## src/hw/rtl/scl_pkg.sv

```systemverilog
// Shared types and constants for the sight line occluder check block.
package scl_pkg;

    localparam int MODE_W   = 2;
    localparam int STATUS_W = 2;
    localparam int ID_W     = 64;
    localparam int FIELD_W  = 32;
    localparam int WORK_W   = 9;

    // Item modes
    localparam logic [MODE_W-1:0] MODE_EMPTY  = 2'd0;
    localparam logic [MODE_W-1:0] MODE_APPEND = 2'd1;
    localparam logic [MODE_W-1:0] MODE_QUERY  = 2'd2;

    // Result status codes
    localparam logic [STATUS_W-1:0] ST_OK     = 2'd0;
    localparam logic [STATUS_W-1:0] ST_BUDGET = 2'd1;
    localparam logic [STATUS_W-1:0] ST_FULL   = 2'd2;

    localparam logic [WORK_W-1:0] LIMIT_RESET = 9'd256;

    // Input tdata layout
    localparam int IN_DATA_W = 384;
    localparam int OFS_ID    = 0;
    localparam int OFS_AX    = 64;
    localparam int OFS_AY    = 96;
    localparam int OFS_BX    = 128;
    localparam int OFS_BY    = 160;
    localparam int OFS_WL    = 192;
    localparam int OFS_OX    = 224;
    localparam int OFS_OY    = 256;
    localparam int OFS_TX    = 288;
    localparam int OFS_TY    = 320;
    localparam int OFS_QL    = 352;

    // Output tdata width
    localparam int OUT_DATA_W = 80;

    // Controller to datapath commands
    typedef struct packed {
        logic accept;
        logic issue;
        logic walk;
        logic finish;
        logic push;
    } cmd_t;

    // Datapath to controller status
    typedef struct packed {
        logic issue_done;
        logic pipe_empty;
        logic stop;
    } sts_t;

endpackage

```

## src/hw/rtl/scl_ctrl.sv

```systemverilog
// Controller state machine: handshakes, query sequencing and result hand-off.
module scl_ctrl (
    input  logic                   clk,
    input  logic                   rst_n,
    input  logic                   s_tvalid,
    output logic                   s_tready,
    input  logic [1:0]             mode,
    output logic                   m_tvalid,
    input  logic                   m_tready,
    output scl_pkg::cmd_t          cmd,
    input  scl_pkg::sts_t          sts
);
    import scl_pkg::*;

    localparam logic [2:0] S_IDLE  = 3'd0;
    localparam logic [2:0] S_PREP1 = 3'd1;
    localparam logic [2:0] S_PREP2 = 3'd2;
    localparam logic [2:0] S_WALK  = 3'd3;
    localparam logic [2:0] S_PUSH  = 3'd4;

    logic [2:0] state_reg, state_next;
    logic       out_valid_reg, out_valid_next;
    logic       accept, push, finish;

    assign s_tready = (state_reg == S_IDLE);
    assign m_tvalid = out_valid_reg;
    assign accept   = s_tvalid && (state_reg == S_IDLE);
    assign push     = (state_reg == S_PUSH) && (!out_valid_reg || m_tready);
    assign finish   = (state_reg == S_WALK) && !sts.stop && sts.issue_done && sts.pipe_empty;

    // Commands
    always_comb
    begin
        cmd.accept = accept;
        cmd.issue  = (state_reg == S_WALK) && !sts.issue_done;
        cmd.walk   = (state_reg == S_WALK);
        cmd.finish = finish;
        cmd.push   = push;
    end

    // Next state
    always_comb
    begin
        state_next = state_reg;
        unique case (state_reg)
            S_IDLE:
            begin
                if (accept)
                begin
                    state_next = (mode == MODE_QUERY) ? S_PREP1 : S_PUSH;
                end
            end
            S_PREP1: state_next = S_PREP2;
            S_PREP2: state_next = S_WALK;
            S_WALK:
            begin
                if (sts.stop || finish)
                begin
                    state_next = S_PUSH;
                end
            end
            S_PUSH:
            begin
                if (push)
                begin
                    state_next = S_IDLE;
                end
            end
            default: state_next = S_IDLE;
        endcase
    end

    // Output valid flag
    always_comb
    begin
        if (push)
        begin
            out_valid_next = 1'b1;
        end
        else if (m_tready)
        begin
            out_valid_next = 1'b0;
        end
        else
        begin
            out_valid_next = out_valid_reg;
        end
    end

    always_ff @(posedge clk or negedge rst_n)
    begin
        if (!rst_n)
        begin
            state_reg     <= S_IDLE;
            out_valid_reg <= 1'b0;
        end
        else
        begin
            state_reg     <= state_next;
            out_valid_reg <= out_valid_next;
        end
    end
endmodule

```

## config.mk

```make
export PLATFORM = sky130hd
export DESIGN_NAME = scl_ctrl
export DESIGN_NICKNAME = d
export VERILOG_FILES = /design/src/hw/rtl/scl_pkg.sv /design/src/hw/rtl/scl_ctrl.sv
export SDC_FILE = /design/constraint.sdc
export NUM_CORES = 1
export LEC_CHECK = 0
export ABC_AREA = 1
export BUFFER_PORTS_ARGS = -buffer_cell sky130_fd_sc_hd__buf_2
export CAP_MARGIN = 20
export CORE_AREA = 2 2 39 41
export DETAILED_ROUTE_END_ITERATION = 8
export DIE_AREA = 0 0 41 43
export SLEW_MARGIN = 30
export SYNTH_ARGS = -nofsm -noshare
export SYNTH_HDL_FRONTEND = slang
export SYNTH_SLANG_ARGS = --single-unit
```

## constraint.sdc

```tcl
create_clock -name clk -period 2 [get_ports clk]
set_input_delay 0.2 -clock clk [delete_from_list [all_inputs] [get_ports clk]]
set_output_delay 0.2 -clock clk [all_outputs]
set_load 0.005 [all_outputs]
```

-- Word level (Yosys, flattened, before mapping)
Index checks and enable logic that the tools add are counted.
- output and inout bits: 7
- word-level logic and storage cells: 31
- bits in registers: 4
- equality and inequality tests: 8
- reductions and logical operators: 14
- mux-type cells: 7
- operator list (operator ; number):
    3-bit case mux with 5 select lines ; 1
    3-bit two-way mux ; 4
    3-bit by 2-bit equality test with 1-bit output (second input constant) ; 2
    1-bit logical AND ; 6
    2-bit by 1-bit != test with 1-bit output (second input constant) ; 2
    3-bit by 1-bit equality test with 1-bit output (second input constant) ; 1
    3-bit equality test (second input constant) ; 1
    1-bit logical NOT ; 3
    3-bit logical NOT ; 1
    3-bit AND reduction ; 1
    2-bit equality test (second input constant) ; 1
    1-bit logical OR ; 2
    1-bit two-way mux ; 2
    2-bit != test (second input constant) ; 1
    2-bit nonzero test ; 1

-- Logic depth before layout (Yosys ltp)
Gate-level depths: netlist (run 1).
- word-level depth: 7
- depth in mapped cells: 6
- mapped depth without buffers: 6

-- Worst setup path after synthesis (run 1)
No wires, ideal clock.
- path type: reg-to-output
- start: reg state_reg[2]
- end: out cmd[1] (netlist name)
- required time: 1800 ps
- path buffers: 1
- cell stages (with the launch flop): 5
- slack: 913 ps
- data arrival time: 887 ps
- cell sequence: dfrtp_1 > nor2_4 > inv_2 > nor3_1 > buf_4
- RTL lines (element ; line ; text):
    start: declaration ; scl_ctrl.sv:21 ; logic [2:0] state_reg, state_next;
    start signal: assignment ; scl_ctrl.sv:99 ; state_reg <= state_next;
    end: declaration ; scl_ctrl.sv:10 ; output scl_pkg::cmd_t cmd,

==> results of run 1 <==
[through the flow]
| stage | cell area (sq um) | hold WS [ps] | setup WS [ps] | std cells | power (mW) |
|---|---|---|---|---|---|
| 6_report | 393 | 175 | 617 | 74 | 0.481 |
| 5_1_grt | 393 | 185 | 523 | 74 | 0.528 |
| 4_1_cts | 393 | 173 | 599 | 74 | 0.492 |
| 3_5_place_dp | 360 | 5.89 | 848 | 70 | 0.387 |
| 3_3_place_gp | 360 | 8.50 | 896 | 70 | 0.382 |
| 2_1_floorplan | 288 | -95.6 | 913 | 42 | 0.324 |
[cell families (layout without fill, tap and decap cells)]
group / after synthesis / in the layout / synth area share
flops: 4 / 4 / 0.348
compound gates: 2 / 2 / 0.0347
simple gates: 24 / 24 / 0.422
buf+inv: 12 / 28 / 0.196
[cell type report]
| type | instances | area [sq um] | share of cell area |
|---|---|---|---|
| Sequential cell | 4 | 100 | 0.255 |
| Multi-Input combinational cell | 26 | 131 | 0.334 |
| Clock buffer | 3 | 22.5 | 0.0573 |
| Tap cell | 16 | 20.0 | 0.0510 |
| Timing Repair Buffer | 16 | 85.1 | 0.217 |
| Inverter | 9 | 33.8 | 0.0860 |
[synthesized netlist by cell type, drive strengths merged]
master  instances
buf             3
nand4           2
nor3            2
dfrtp           4
nand2           9
a21oi           1
nand3           5
nor2            6
o21ai           1
inv             9
[power groups by stage]
stage	logic, mW	registers [mW]	clock network [mW]
2_1_floorplan	0.169	0.156	0
3_3_place_gp	0.224	0.157	0
3_5_place_dp	0.227	0.160	0
4_1_cts	0.228	0.159	0.104
5_1_grt	0.255	0.166	0.107
6_report	0.225	0.160	0.0966
[per-layer routing]
| layer | track usage | vias up | routed length (um) |
|---|---|---|---|
| met5 | 0 | - | 0 |
| met4 | 0.0600 | 0 | 0 |
| met3 | 0.0157 | 0 | 44 |
| met2 | 0.116 | 10 | 281 |
| met1 | 0.0752 | 129 | 231 |
| li1 | - | 160 | - |
[worst max path at each step]
stage	cells after the start	start	end	slack, ps
2_1_floorplan	4	state_reg[2]$_DFFE_PN0P_	cmd[1]	910
3_3_place_gp	4	state_reg[1]$_DFFE_PN0P_	cmd[4]	900
3_5_place_dp	4	state_reg[1]$_DFFE_PN0P_	cmd[4]	850
4_1_cts	4	state_reg[1]$_DFFE_PN0P_	cmd[4]	600
5_1_grt	4	state_reg[1]$_DFFE_PN0P_	cmd[4]	520
6_report	4	state_reg[1]$_DFFE_PN0P_	cmd[4]	620
==> impl_results.md, run 1 <==
* Synth Instances at 42
* Maximum clock rate at 723 MHz
* Most common cell after layout, fill and taps aside: buf_2
* Syn avg cell area at 6.85 sq um
* N_diodes at 0
* Fin crit period at 1380 ps
* Clock sinks at 4
* Detailed Routing Iterations Pass 1 at 4
* Status: finished, final reports clean
* Vias in the first global route at 245
* Die Y at 43 um
* Flop-to-flop setup slack at 940 ps
* Layout filler cell count at 155
* Hold depth at 2
* Int Power at 0.281 mW
* Largest net degree at the start of global routing at 7
* Leading area contributor after synthesis: dfrtp_1
* Row cnt at 14
* RSZ-0062 raised after global routing: false
* Worst slew pin tran at 257 ps
* Boundary Pins at 16
* Worst reg2reg path depth at 4
* Critical path type: reg2out
* Worst path required time at 1800 ps
* Antenna violations before repair at 0
* Setup_tns at 0 ps
* Post-synth top area share at 0.348
* DR iter-0 viols at 6
* Pwr per Cell Area at 1220 mW/mm^2
* Worst hold path endpoint: m_tvalid$_DFFE_PN0P_
* WP buf/inv at 2
* Pleak at 0.235 nW
* Crit path launch type: flop
* Crit path largest cell delay at 410 ps
* CP Cell Sequence: nor2_2 > inv_1 > nor3_1 > buf_2
* Clock latency on the worst-skew pair at 230 ps
* Final Util at 0.284
* Global-route wire length before repair at 848 um
* Htree depth at 1
* GR Overflow Total at 0
* Clk buf depth at 2
* Clock slew at reported path FFs at 40 ps
* Root Buffer: clkbuf_4
* Worst relative slew slack at 0.829
* Final wirelength at 557 um
* Total CTS buffers at 3
* Worst R2R End: state_reg[2]$_DFFE_PN0P_
* Max reg flops at 3
* Post-DP HPWL at 468 um
* Residual DRC at 0
* Net count after synthesis at 51
* CTS tree: built
* Via density per instance at 4.04
* Synth area leaders: dfrtp_1, nand2_1, inv_1, buf_4, nand3_1
* Arrival @ worst endpoint at 1180 ps
* Synth cell types at 15
* Nets at 69
* Die Area at 0.00176 sq mm
* Die width at 41 um
* Endpoint type of the worst setup path: output port
* Worst R2R Start: state_reg[1]$_DFFE_PN0P_
* VDD IR max at 491 uV
* Yosys warns at 0
* Clk pwr share at 0.201
* Cell Area, Synth at 288 sq um
* Max Cap Viol at 0
* Vias at 299
* Resized cells post-CTS at 0
* Slowest CP cell: dfrtp_1
* # hold bufs at CTS at 1
* Combinational share of power at 0.467
* Net Sw Frac at 0.416
* Yosys reg bits at 4
* Sequential-to-total area share from yosys stat at 0.348
* All-Layer GR Usage at 0.0727
* ANT nets after route at 0
* Hold_sp: m_tready
* Wire length per cell after detailed routing at 7.53 um
* Reg power frac at 0.332
* Most frequent cells in the layout: buf_2, nand2_1, inv_1
* Share of post-route cells with drive strength above 1 at 0.414
* Crit share post-route at 0.692
* Gpl congestion at 0.693
* Net Sw Power at 0.200 mW
* Setup-failing EPs final at 0
* Final count of pins violating max slew at 0
* Number of setup buffers added after CTS at 0
* Core Area at 0.00138 sq mm
* I/O Buffers at 15
* Initial Utilization at 0.208
* Area delta synth->final at 36.5%
* Skew final at 0.901 ps
* CP top delay family: flip-flops
* Endpoints failing hold at 0
* Worst hold-check path type: in2reg
* Crit-path max FO at 5
(Power assumes the default switching activity.)
==> inputs of run 2 (changes only) <==
==> constraint.sdc (replaced) <==
create_clock -name clk -period 1.2 [get_ports clk]
set_input_delay 0.12 -clock clk [delete_from_list [all_inputs] [get_ports clk]]
set_output_delay 0.12 -clock clk [all_outputs]
set_load 0.005 [all_outputs]
==> run 2 against run 1 <==
Compared with the run above: the flow now finishes with violations (negative setup slack); worst setup slack worse by 630 ps; via count up 5.0%; combinational power rose by 110%; power up 93%; largest cell class unchanged; largest power group unchanged.
==> impl_results.md, run 2 (synthesis results as in run 1) <==
* Status: complete, but fails checks (was finished, final reports clean)
* Violated checks: negative setup slack
* GR Overflow Total at 0 (unchanged)
* Worst slew pin tran at 144 ps (was 257 ps)
* Max Cap Viol at 0 (unchanged)
* Via density per instance at 4.03 (was 4.04)
* Final wirelength at 624 um (was 557 um)
* Clk buf depth at 2 (unchanged)
* CTS tree: built (unchanged)
* Vias at 314 (was 299)
* Htree depth at 1 (unchanged)
* N_diodes at 0 (unchanged)
* Global-route wire length before repair at 966 um (was 848 um)
* Clk pwr share at 0.173 (was 0.201)
* Post-DP HPWL at 468 um (unchanged)
* Nets at 73 (was 69)
* Pleak at 0.261 nW (was 0.235 nW)
* Worst relative slew slack at 0.903 (was 0.829)
* Root Buffer: clkbuf_4 (unchanged)
* Residual DRC at 0 (unchanged)
* I/O Buffers at 15 (unchanged)
* ANT nets after route at 0 (unchanged)
* Maximum clock rate at 826 MHz
* Crit share post-route at 1.01
* Setup_tns at -12.6 ps (was 0 ps)
* Most common cell after layout, fill and taps aside: buf_2 (unchanged)
* Post-DP Area at 360 sq um (unchanged)
* Int Power at 0.548 mW (was 0.281 mW)
* Area delta synth->final at 55.2% (was 36.5%)
* Crit-path max FO at 4 (was 5)
* Combinational share of power at 0.506 (was 0.467)
* Worst hold-check path type: in2reg (unchanged)
* Share of post-route cells with drive strength above 1 at 0.548 (was 0.414)
* Wire length per cell after detailed routing at 8.00 um (was 7.53 um)
* Row cnt at 14 (unchanged)
* Largest net degree at the start of global routing at 7 (unchanged)
* Antenna violations before repair at 0 (unchanged)
* Net Sw Power at 0.381 mW (was 0.200 mW)
* Setup slack after layout at -10.3 ps (was 617 ps)
* All-Layer GR Usage at 0.0817 (was 0.0727)
* Final count of pins violating max slew at 0 (unchanged)
* Setup-failing EPs final at 2 (was 0)
* Slowest CP cell: dfrtp_2 (was dfrtp_1)
* Place WS at 128 ps (was 848 ps)
* Worst path required time at 1080 ps (was 1800 ps)
* Clock latency on the worst-skew pair at 230 ps (about the same)
* Die width at 41 um (unchanged)
* Core Area at 0.00138 sq mm (unchanged)
* Detailed Routing Iterations Pass 1 at 4 (unchanged)
* Die Area at 0.00176 sq mm (unchanged)
* Die Y at 43 um (unchanged)
* Skew final at 0.603 ps (was 0.901 ps)
* Initial Utilization at 0.208 (unchanged)
* Clock sinks at 4 (unchanged)
* Fin crit period at 1210 ps
* Max reg flops at 3 (unchanged)
* Endpoints failing hold at 0 (unchanged)
* DR iter-0 viols at 8 (was 6)
* VDD IR max at 874 uV (was 491 uV)
* Crit path largest cell delay at 440 ps (was 410 ps)
* Net Sw Frac at 0.410 (was 0.416)
* WP buf/inv at 2 (unchanged)
* Endpoint type of the worst setup path: output port (unchanged)
* CP top delay family: flip-flops (unchanged)
* Crit path launch type: flop (unchanged)
* Pwr per Cell Area at 2080 mW/mm^2 (was 1220 mW/mm^2)
* CP Cell Sequence: nor2_4 > inv_2 > nor3_2 > buf_2 (was nor2_2 > inv_1 > nor3_1 > buf_2)
* Post-route cell area at 447 sq um (was 393 sq um)
* Critical path type: reg2out (unchanged)
* Arrival @ worst endpoint at 1090 ps (was 1180 ps)
* Clock slew at reported path FFs at 40 ps (about the same)
* Reg power frac at 0.321 (was 0.332)
* Gpl congestion at 0.693 (unchanged)
* Most frequent cells in the layout: buf_2, nand2_1, inv_1 (unchanged)
* RSZ-0062 raised after global routing: true (was false)
* Boundary Pins at 16 (unchanged)
* Total CTS buffers at 3 (unchanged)
* Vias in the first global route at 284 (was 245)
run 2: changes by cell type in the layout (fill, tap and decap cells not counted), moves of 2 or more:
cell	change
dfrtp_1	-3
buf_4	+4
nor3_2	+2
nor3_1	-2
dfrtp_2	+3
run 2: cell type report:
type / instances / area [sq um]
clock buffer: 3 / 22.5
fill: 156 / 937
inverter: 9 / 33.8
multi-input combinational: 26 / 151
sequential: 4 / 104
tap: 16 / 20.0
timing repair buffer: 20 / 115
run 2: final timing paths:
path / startpoint / slack (ps) / to / cells past startpoint
worst min-delay path: m_tready / 90 / m_tvalid$_DFFE_PN0P_ / 2
worst max register to register: state_reg[0]$_DFFE_PN0P_ / 80 / state_reg[2]$_DFFE_PN0P_ / 5
worst max-delay path: state_reg[0]$_DFFE_PN0P_ / -10 / cmd[4] / 4
max in group asynchronous: rst_n / 860 / state_reg[2]$_DFFE_PN0P_ / 2
worst min register to register: m_tvalid$_DFFE_PN0P_ / 550 / m_tvalid$_DFFE_PN0P_ / 2
min in group asynchronous: rst_n / 220 / state_reg[0]$_DFFE_PN0P_ / 2
run 2: metal layers:
layer,share of wire,track usage
met3,0.071,0.0157
met1,0.39,0.0784
met2,0.54,0.141
met4,0,0.0600
met5,0,0
run 2: what timing repair did:
action,in CTS,in global routing
pin swaps,2,3
buffers inserted,4,0
endpoints found under the setup margin,5,7
hold endpoints to repair,4,0
gates resized for setup,2,6
hold buffers,1,0
run 2: power groups by stage:
stage / Sequential (mW) / Combinational [mW] / Clock [mW]
after floorplan: 0.259 / 0.281 / 0
after global placement: 0.262 / 0.374 / 0
after detailed placement: 0.267 / 0.378 / 0
after CTS: 0.274 / 0.463 / 0.174
after global routing: 0.308 / 0.532 / 0.182
final: 0.298 / 0.471 / 0.161
run 2: stage by stage:
step           std cells  hold slack [ps]  utilization  total power, mW
2_1_floorplan         42             -176            -            0.541
3_5_place_dp          70            -74.1        0.260            0.645
6_report              78             94.9        0.323            0.930
5_1_grt               78              105        0.323             1.02
3_3_place_gp          70            -71.5        0.260            0.636
4_1_cts               78             93.5        0.309            0.911
run 2: worst reg2reg max path: cells and delay by family (launching register included):
family / cells / cell delay, ps
DFF: 1 / 440
buffers and inverters: 1 / 130
and+or+nand+nor: 4 / 430
